--- src/hw/rtl/src_pkg.sv ---
// Shared types and constants for the stripe refresh controller.
package src_pkg;

  // Configuration register indexes
  localparam logic [2:0] REG_BASE_QUALITY   = 3'd0;
  localparam logic [2:0] REG_REFINE_QUALITY = 3'd1;
  localparam logic [2:0] REG_REFINE_ENABLE  = 3'd2;
  localparam logic [2:0] REG_STILL_TRIGGER  = 3'd3;
  localparam logic [2:0] REG_DAMAGE_LIMIT   = 3'd4;
  localparam logic [2:0] REG_BLOCK_LENGTH   = 3'd5;

  // Configuration reset values
  localparam logic [6:0] BASE_QUALITY_RST   = 7'd85;
  localparam logic [6:0] REFINE_QUALITY_RST = 7'd95;
  localparam logic       REFINE_ENABLE_RST  = 1'b0;
  localparam logic [7:0] STILL_TRIGGER_RST  = 8'd10;
  localparam logic [7:0] DAMAGE_LIMIT_RST   = 8'd15;
  localparam logic [7:0] BLOCK_LENGTH_RST   = 8'd30;

  localparam logic [7:0] COUNT_MAX = 8'd255;

  // Per-stripe state word held in the stripe memory
  typedef struct packed {
    logic [63:0] last_hash;
    logic [7:0]  still_count;
    logic        refine_sent;
    logic [7:0]  damage_count;
    logic        blocked;
    logic [7:0]  block_timer;
    logic [6:0]  stripe_quality;
  } entry_t;

  // Value of an entry never written since reset (start quality from reset registers)
  localparam entry_t ENTRY_RST = '{
    last_hash:      64'd0,
    still_count:    8'd0,
    refine_sent:    1'b0,
    damage_count:   8'd0,
    blocked:        1'b0,
    block_timer:    8'd0,
    stripe_quality: BASE_QUALITY_RST
  };

endpackage

--- src/hw/rtl/stripe_refresh_controller_core.sv ---
// Stripe refresh controller: per-stripe encode decision with one state memory.
//
// Input beats (in_valid/in_stall) carry a stripe index and the stripe's 64-bit
// content hash. Each input beat yields exactly one result beat
// (out_valid/out_stall): encode_now, encode_quality and is_refine.
// Configuration writes use cfg_valid/cfg_ready with a register index and data;
// cfg_ready is always high. Write configuration only while the block is idle.
//
// A beat's synchronous read of the stripe memory loads with the update stage,
// then the update's result lands in the output register. Throughput is one
// beat per cycle while out_stall does not hold the output register; the single
// read-modify-write port pair of the stripe memory sets that figure, and a
// forwarding register covers the same stripe arriving on consecutive beats.
// While out_stall holds a full output register, the update stage holds and
// in_stall rises once the update stage is also occupied. Reset clears all valid
// bits, so every stripe reads as its reset state, and restores the configuration
// registers; no clearing pass runs.
// An index at or above N_STRIPES returns an all-zero result and changes nothing.
module stripe_refresh_controller_core #(
  parameter int N_STRIPES = 16
) (
  input  logic        clk,
  input  logic        rst_n,
  input  logic        in_valid,
  output logic        in_stall,
  input  logic [3:0]  in_stripe_index,
  input  logic [63:0] in_content_hash,
  output logic        out_valid,
  input  logic        out_stall,
  output logic        out_encode_now,
  output logic [6:0]  out_encode_quality,
  output logic        out_is_refine,
  input  logic        cfg_valid,
  output logic        cfg_ready,
  input  logic [2:0]  cfg_index,
  input  logic [7:0]  cfg_data
);

  localparam int AW = (N_STRIPES > 1) ? $clog2(N_STRIPES) : 1;
  localparam logic [8:0] IDX_LIMIT = 9'(N_STRIPES);

  // Configuration registers
  logic [6:0] base_quality_r;
  logic [6:0] refine_quality_r;
  logic       refine_enable_r;
  logic [7:0] still_trigger_r;
  logic [7:0] damage_limit_r;
  logic [7:0] block_length_r;

  // Stripe memory and valid bits
  src_pkg::entry_t   mem [N_STRIPES];
  logic [N_STRIPES-1:0] entry_valid_r;
  src_pkg::entry_t   rd_data_r;
  logic              rd_valid_r;

  // Update stage
  logic          s1_valid_r;
  logic [AW-1:0] s1_addr_r;
  logic [63:0]   s1_hash_r;
  logic          s1_in_range_r;

  // Last write, for forwarding
  logic            fwd_valid_r;
  logic [AW-1:0]   fwd_addr_r;
  src_pkg::entry_t fwd_data_r;

  // Output register
  logic       out_valid_r;
  logic       out_encode_now_r;
  logic [6:0] out_encode_quality_r;
  logic       out_is_refine_r;

  logic            in_accept;
  logic            s1_adv;
  logic            wr_en;
  logic [8:0]      in_idx_ext;
  logic [AW-1:0]   in_addr;
  logic            in_in_range;
  src_pkg::entry_t cur;
  src_pkg::entry_t upd;
  logic            enc;
  logic [6:0]      enc_q;
  logic            enc_refine;
  logic [6:0]      dec_q;
  logic [6:0]      step_q;

  assign cfg_ready = 1'b1;

  // Advance the update stage when the output register is free or draining
  assign s1_adv    = !out_valid_r || !out_stall;
  assign in_stall  = s1_valid_r && !s1_adv;
  assign in_accept = in_valid && !in_stall;
  assign wr_en     = s1_valid_r && s1_adv && s1_in_range_r;

  assign in_idx_ext  = {5'd0, in_stripe_index};
  assign in_addr     = in_idx_ext[AW-1:0];
  assign in_in_range = in_idx_ext < IDX_LIMIT;

  // Hold configuration
  always_ff @(posedge clk) begin
    if (!rst_n) begin
      base_quality_r   <= src_pkg::BASE_QUALITY_RST;
      refine_quality_r <= src_pkg::REFINE_QUALITY_RST;
      refine_enable_r  <= src_pkg::REFINE_ENABLE_RST;
      still_trigger_r  <= src_pkg::STILL_TRIGGER_RST;
      damage_limit_r   <= src_pkg::DAMAGE_LIMIT_RST;
      block_length_r   <= src_pkg::BLOCK_LENGTH_RST;
    end else if (cfg_valid && cfg_ready) begin
      case (cfg_index)
        src_pkg::REG_BASE_QUALITY:   base_quality_r   <= cfg_data[6:0];
        src_pkg::REG_REFINE_QUALITY: refine_quality_r <= cfg_data[6:0];
        src_pkg::REG_REFINE_ENABLE:  refine_enable_r  <= cfg_data[0];
        src_pkg::REG_STILL_TRIGGER:  still_trigger_r  <= cfg_data;
        src_pkg::REG_DAMAGE_LIMIT:   damage_limit_r   <= cfg_data;
        src_pkg::REG_BLOCK_LENGTH:   block_length_r   <= cfg_data;
        default: ;
      endcase
    end
  end

  // Read the stripe memory on accept, write back from the update stage
  always_ff @(posedge clk) begin
    if (in_accept) begin
      rd_data_r <= mem[in_addr];
    end
    if (wr_en) begin
      mem[s1_addr_r] <= upd;
    end
  end

  // Track written entries
  always_ff @(posedge clk) begin
    if (!rst_n) begin
      entry_valid_r <= '0;
      rd_valid_r    <= 1'b0;
    end else begin
      if (in_accept) begin
        rd_valid_r <= in_in_range && entry_valid_r[in_addr];
      end
      if (wr_en) begin
        entry_valid_r[s1_addr_r] <= 1'b1;
      end
    end
  end

  // Advance the update stage; an empty stage loads even behind a stalled result
  always_ff @(posedge clk) begin
    if (!rst_n) begin
      s1_valid_r <= 1'b0;
    end else if (s1_adv || !s1_valid_r) begin
      s1_valid_r <= in_accept;
    end
    if (in_accept) begin
      s1_addr_r     <= in_addr;
      s1_hash_r     <= in_content_hash;
      s1_in_range_r <= in_in_range;
    end
  end

  // Hold the last write for the next beat's read
  always_ff @(posedge clk) begin
    if (!rst_n) begin
      fwd_valid_r <= 1'b0;
    end else if (wr_en) begin
      fwd_valid_r <= 1'b1;
    end
    if (wr_en) begin
      fwd_addr_r <= s1_addr_r;
      fwd_data_r <= upd;
    end
  end

  // Pick current entry: forwarded write, stored word, or reset state
  always_comb begin
    if (fwd_valid_r && (fwd_addr_r == s1_addr_r)) begin
      cur = fwd_data_r;
    end else if (rd_valid_r) begin
      cur = rd_data_r;
    end else begin
      cur = src_pkg::ENTRY_RST;
    end
  end

  // Decide and update the entry
  always_comb begin
    upd        = cur;
    enc        = 1'b0;
    enc_q      = 7'd0;
    enc_refine = 1'b0;
    dec_q      = (cur.stripe_quality != 7'd0) ? (cur.stripe_quality - 7'd1) : 7'd0;
    step_q     = (dec_q > base_quality_r) ? dec_q : base_quality_r;

    if (s1_hash_r == cur.last_hash) begin
      if (cur.still_count != src_pkg::COUNT_MAX) begin
        upd.still_count = cur.still_count + 8'd1;
      end
      if ((upd.still_count >= still_trigger_r) && refine_enable_r &&
          !cur.refine_sent && !cur.blocked) begin
        enc             = 1'b1;
        enc_q           = refine_quality_r;
        enc_refine      = 1'b1;
        upd.refine_sent = 1'b1;
      end
    end else begin
      upd.still_count    = 8'd0;
      upd.refine_sent    = 1'b0;
      upd.stripe_quality = step_q;
      upd.last_hash      = s1_hash_r;
      enc                = 1'b1;
      enc_q              = step_q;
      if (cur.damage_count != src_pkg::COUNT_MAX) begin
        upd.damage_count = cur.damage_count + 8'd1;
      end
      if (upd.damage_count >= damage_limit_r) begin
        upd.blocked     = 1'b1;
        upd.block_timer = block_length_r;
      end
    end

    // Count down the block timer after the decision
    if (upd.block_timer != 8'd0) begin
      upd.block_timer = upd.block_timer - 8'd1;
      if (upd.block_timer == 8'd0) begin
        upd.blocked        = 1'b0;
        upd.damage_count   = 8'd0;
        upd.stripe_quality = refine_enable_r ? refine_quality_r : base_quality_r;
      end
    end

    if (!s1_in_range_r) begin
      enc        = 1'b0;
      enc_q      = 7'd0;
      enc_refine = 1'b0;
    end
  end

  // Load the output register
  always_ff @(posedge clk) begin
    if (!rst_n) begin
      out_valid_r <= 1'b0;
    end else if (s1_adv) begin
      out_valid_r <= s1_valid_r;
    end
    if (s1_adv && s1_valid_r) begin
      out_encode_now_r     <= enc;
      out_encode_quality_r <= enc_q;
      out_is_refine_r      <= enc_refine;
    end
  end

  assign out_valid          = out_valid_r;
  assign out_encode_now     = out_encode_now_r;
  assign out_encode_quality = out_encode_quality_r;
  assign out_is_refine      = out_is_refine_r;

endmodule

--- config.mk ---
export PLATFORM = sky130hd
export DESIGN_NAME = stripe_refresh_controller_core
export DESIGN_NICKNAME = d
export VERILOG_FILES = /design/src/hw/rtl/src_pkg.sv /design/src/hw/rtl/stripe_refresh_controller_core.sv
export SDC_FILE = /design/constraint.sdc
export NUM_CORES = 2
export LEC_CHECK = 0
export BUFFER_PORTS_ARGS = -buffer_cell sky130_fd_sc_hd__buf_2
export CAP_MARGIN = 20
export CORE_ASPECT_RATIO = 2
export CORE_MARGIN = 2
export CORE_UTILIZATION = 35
export CTS_CLUSTER_SIZE = 10
export DETAILED_ROUTE_END_ITERATION = 10
export PLACE_DENSITY = 0.47
export SLEW_MARGIN = 20
export SYNTH_ARGS = -nofsm -noshare
export SYNTH_HDL_FRONTEND = slang
export SYNTH_SLANG_ARGS = --single-unit
export TNS_END_PERCENT = 10
--- constraint.sdc ---
create_clock -name clk -period 22.5 [get_ports clk]
set_input_delay 4.5 -clock clk [delete_from_list [all_inputs] [get_ports clk]]
set_output_delay 4.5 -clock clk [all_outputs]
set_load 0.05 [all_outputs]
==> flow_summary.json <==
{
  "vias": 35100,
  "fin_nets": 3749,
  "p_leak_nw": 26.3,
  "synthDistinctLibCells": 69,
  "r2r_cells": 24,
  "cp.arrival_ns": 5.16,
  "cts_resized": 0,
  "rr_startpoint": "s1_addr_r[1]$_DFFE_PP_",
  "skew_ns": 0.0552,
  "synth_top_area_cell": "edfxtp_1",
  "fin_crit_sh": 0.429,
  "setup.worst_path.end": "in_stall",
  "initial_core_util": 0.351,
  "portBuffers": 94,
  "insertion_delay_ns": 0.88,
  "place_congestion": 0.750,
  "hpwl_mm": 103,
  "synth_common_cells": "1827 x edfxtp_1, 490 x mux4_2, 172 x clkbuf_1",
  "cp_slowest_cell": "buf_2",
  "timing_worst_setup_path_type": "input pin to output port",
  "slew_headroom": 0.246,
  "core_area_um2": 210000,
  "r2r_slack_ns": 14.18,
  "hold_buffers": 0,
  "antenna_left": 0,
  "via_per_inst": 5.45,
  "finalSetupViolCount": 0,
  "post_drt_wl_per_cell_um": 30.8,
  "yosys-top-cells-area": "edfxtp_1 74%, mux4_2 15%, dfxtp_1 1.6%, clkbuf_1 0.88%, nand2_1 0.65%",
  "dr.pass1.iters": 5,
  "htree_num_levels": 4,
  "ys_seq_area_frac": 0.761,
  "root_buffer": "clkbuf_16",
  "grt_pass1_vias": 37800,
  "die_w_um": 328,
  "critical_path.cell_chain": "buf_2 -> and3_1 -> buf_2",
  "cts_buffers": 216,
  "powerDensity_nw_per_um2": 88.4,
  "clk_pin_slew_worst_paths_ns": 0.05,
  "die_area_um2": 214000,
  "synth-edff-count": 1827,
  "cts.sinks": 1886,
  "cp_num_buf_inv": 2,
  "tightest_slew_ns": 1.13,
  "cp.depth": 3,
  "synthArstFlopShare": 0,
  "max_cap_violations": 0,
  "critPathLaunchType": "input pin",
  "netlist.area_leader.share": 0.745,
  "crit_path_end_kind": "output port",
  "vdd_drop_max_v": 0.0000687,
  "crit_start": "out_stall",
  "grt_setup_unrepaired": "no",
  "timing.final.hold_violations": 0,
  "crit_top_cell": "buf_2",
  "die_y_um": 653,
  "cts_tree": "yes",
  "status": "finished, final reports clean",
  "crit_family": "buffers and inverters",
  "post-place-ws_ns": 12.83,
  "fin_ws_ns": 12.84,
  "finalCriticalPeriod_ns": 9.66,
  "post_cts_buffers": 0,
  "hold_path_depth": 1,
  "tns_ns": 0,
  "synth_seq_cells": 1886,
  "syn_inst": 3490,
  "syn_nets": 3603,
  "postRouteWirelength_mm": 198,
  "drive_above_1_share": 0.264,
  "io_pins": 96,
  "yosysMostFrequentCell": "edfxtp_1",
  "max_stage_delay_ns": 0.29,
  "fmax_ghz": 0.104,
  "grt_pass1_wl_mm": 282,
  "drc": 0,
  "grt_antenna_before_repair": 8,
  "cp_max_fo": 3,
  "worstPathRequired_ns": 18.00,
  "clk_path_buf_depth": 4,
  "synthesis.area_um2": 73600,
  "rows": 238,
  "dr.first_iter.drc_count": 2661,
  "hp-class": "register to register",
  "grt_usage": 0.185,
  "avgSynthCellArea_um2": 21.1,
  "r2r_end": "fwd_data_r[0]$_DFFE_PP_",
  "synth_top_flop_cell": "edfxtp_1",
  "grt_remaining_overflow": 0,
  "ys_warn_count": 0,
  "final_max_slew_viol_count": 0,
  "syn_to_final_growth_pct": 13.0,
  "grt_max_degree": 116
}
-- through the flow --
step | total power (W) | instances | cell area (µm²) | utilization | hold slack, ns
after floorplan | 0.00423 | 3490 | 73600 | - | 0.421
after global placement | 0.00435 | 6177 | 77400 | 0.369 | 0.441
after detailed placement | 0.00435 | 6177 | 77500 | 0.369 | 0.451
after CTS | 0.00745 | 6434 | 83200 | 0.397 | 0.464
after global routing | 0.00757 | 6436 | 83200 | 0.397 | 0.472
final | 0.00736 | 6436 | 83200 | 0.397 | 0.462
-- worst register-to-register path, cell delays in order, from the launching register on --
cell	delay [ns]
edfxtp_1	0.55
xnor2_1	0.26
nand3_1	0.36
nor2_4	0.61
buf_4	0.53
a21oi_1	0.30
nor3_2	0.58
nor2_1	0.10
a31oi_1	0.26
ha_1	0.29
a21o_1	0.16
a21o_1	0.17
a21oi_1	0.13
nor2b_1	0.06
o21ai_0	0.15
a21oi_1	0.18
o22ai_4	0.54
a31o_2	0.30
ha_1	0.28
nand3b_1	0.19
and2_1	0.22
o41ai_1	0.36
and4_1	0.23
buf_4	0.34
mux2i_2	0.85
-- registers in the layout (all words and copies together), names as in the netlist --
register,flops
fwd_data_r,97
s1_addr_r,4
fwd_valid_r,1
rd_data_r,97
fwd_addr_r,4
mem,1552
still_trigger_r,8
out_is_refine,1
s1_valid_r,1
refine_quality_r,7
block_length_r,8
out_valid,1
out_encode_quality,7
base_quality_r,7
refine_enable_r,1
entry_valid_r,16
s1_hash_r,64
out_encode_now,1
rd_valid_r,1
damage_limit_r,8
-- cell type report --
cell class,count,area (µm²)
diodes,1,2.50
clock buffers,248,5630
clock inverters,9,136
fillers,18700,126000
inverters,38,143
multi-input cells,1315,16600
flip-flops and latches,1886,56000
well taps,2760,3450
repair buffers,179,1260
-- cells in the final DEF, fill, tap and decap left out, types with 8 or more instances in the layout --
cell type,n
nand3_1,59
and2_1,10
mux4_2,490
o21a_1,21
and3_1,49
o22ai_1,8
nand2_1,127
ha_1,29
clkbuf_16,221
a21boi_0,17
a21oi_1,65
xnor2_1,42
mux2_2,9
edfxtp_1,1827
nand2b_1,12
mux2i_1,33
buf_2,90
nor4_1,10
inv_1,37
nor2_4,13
a31o_2,21
clkbuf_1,27
buf_12,9
nand4_1,35
nor2b_1,14
nor2_1,46
o211ai_1,14
o2bb2ai_1,8
a31oi_1,28
xor2_1,11
buf_4,76
o221ai_1,23
o21ai_0,20
nor3_1,16
dfxtp_1,58
-- logic make-up (layout without fill, tap and decap cells) --
logic type	count (synthesis)	after routing	synth area share
AND/OR/NAND/NOR	428	428	0.0292
other	1	2	0.0000509
multiplexers	540	540	0.157
flip-flops	1886	1886	0.761
buffers and inverters	289	474	0.0165
AO/OA/AOI/OAI	263	263	0.0249
adder cells (fa/ha/maj)	29	29	0.00493
XOR/XNOR	54	54	0.00652
-- per-layer routing --
layer	GRT usage	up-vias	share of wire
li1	-	14700	-
met1	0.220	19300	0.38
met2	0.349	853	0.56
met3	0.0204	300	0.036
met4	0.0520	0	0.024
met5	0	-	0
-- how the worst min path moves through the flow --
stage                                         from                        endpoint  slack, ns
detailed placement  entry_valid_r[11]$_SDFFE_PN0P_  entry_valid_r[11]$_SDFFE_PN0P_       0.45
CTS                 entry_valid_r[11]$_SDFFE_PN0P_  entry_valid_r[11]$_SDFFE_PN0P_       0.46
global placement    entry_valid_r[15]$_SDFFE_PN0P_  entry_valid_r[15]$_SDFFE_PN0P_       0.44
finish               entry_valid_r[6]$_SDFFE_PN0P_   entry_valid_r[6]$_SDFFE_PN0P_       0.46
global route        entry_valid_r[11]$_SDFFE_PN0P_  entry_valid_r[11]$_SDFFE_PN0P_       0.47
floorplan                   s1_addr_r[1]$_DFFE_PP_         fwd_addr_r[1]$_DFFE_PP_       0.42
-- where the power goes --
part	total (W)	switching, W	leakage (nW)	internal (W)
Combinational	0.000296	0.000175	6.11	0.000121
Sequential	0.00397	0.0000571	17.4	0.00392
Clock	0.00308	0.00132	2.82	0.00177
Total	0.00736	0.00155	26.3	0.00580
(Power assumes the default switching activity.)
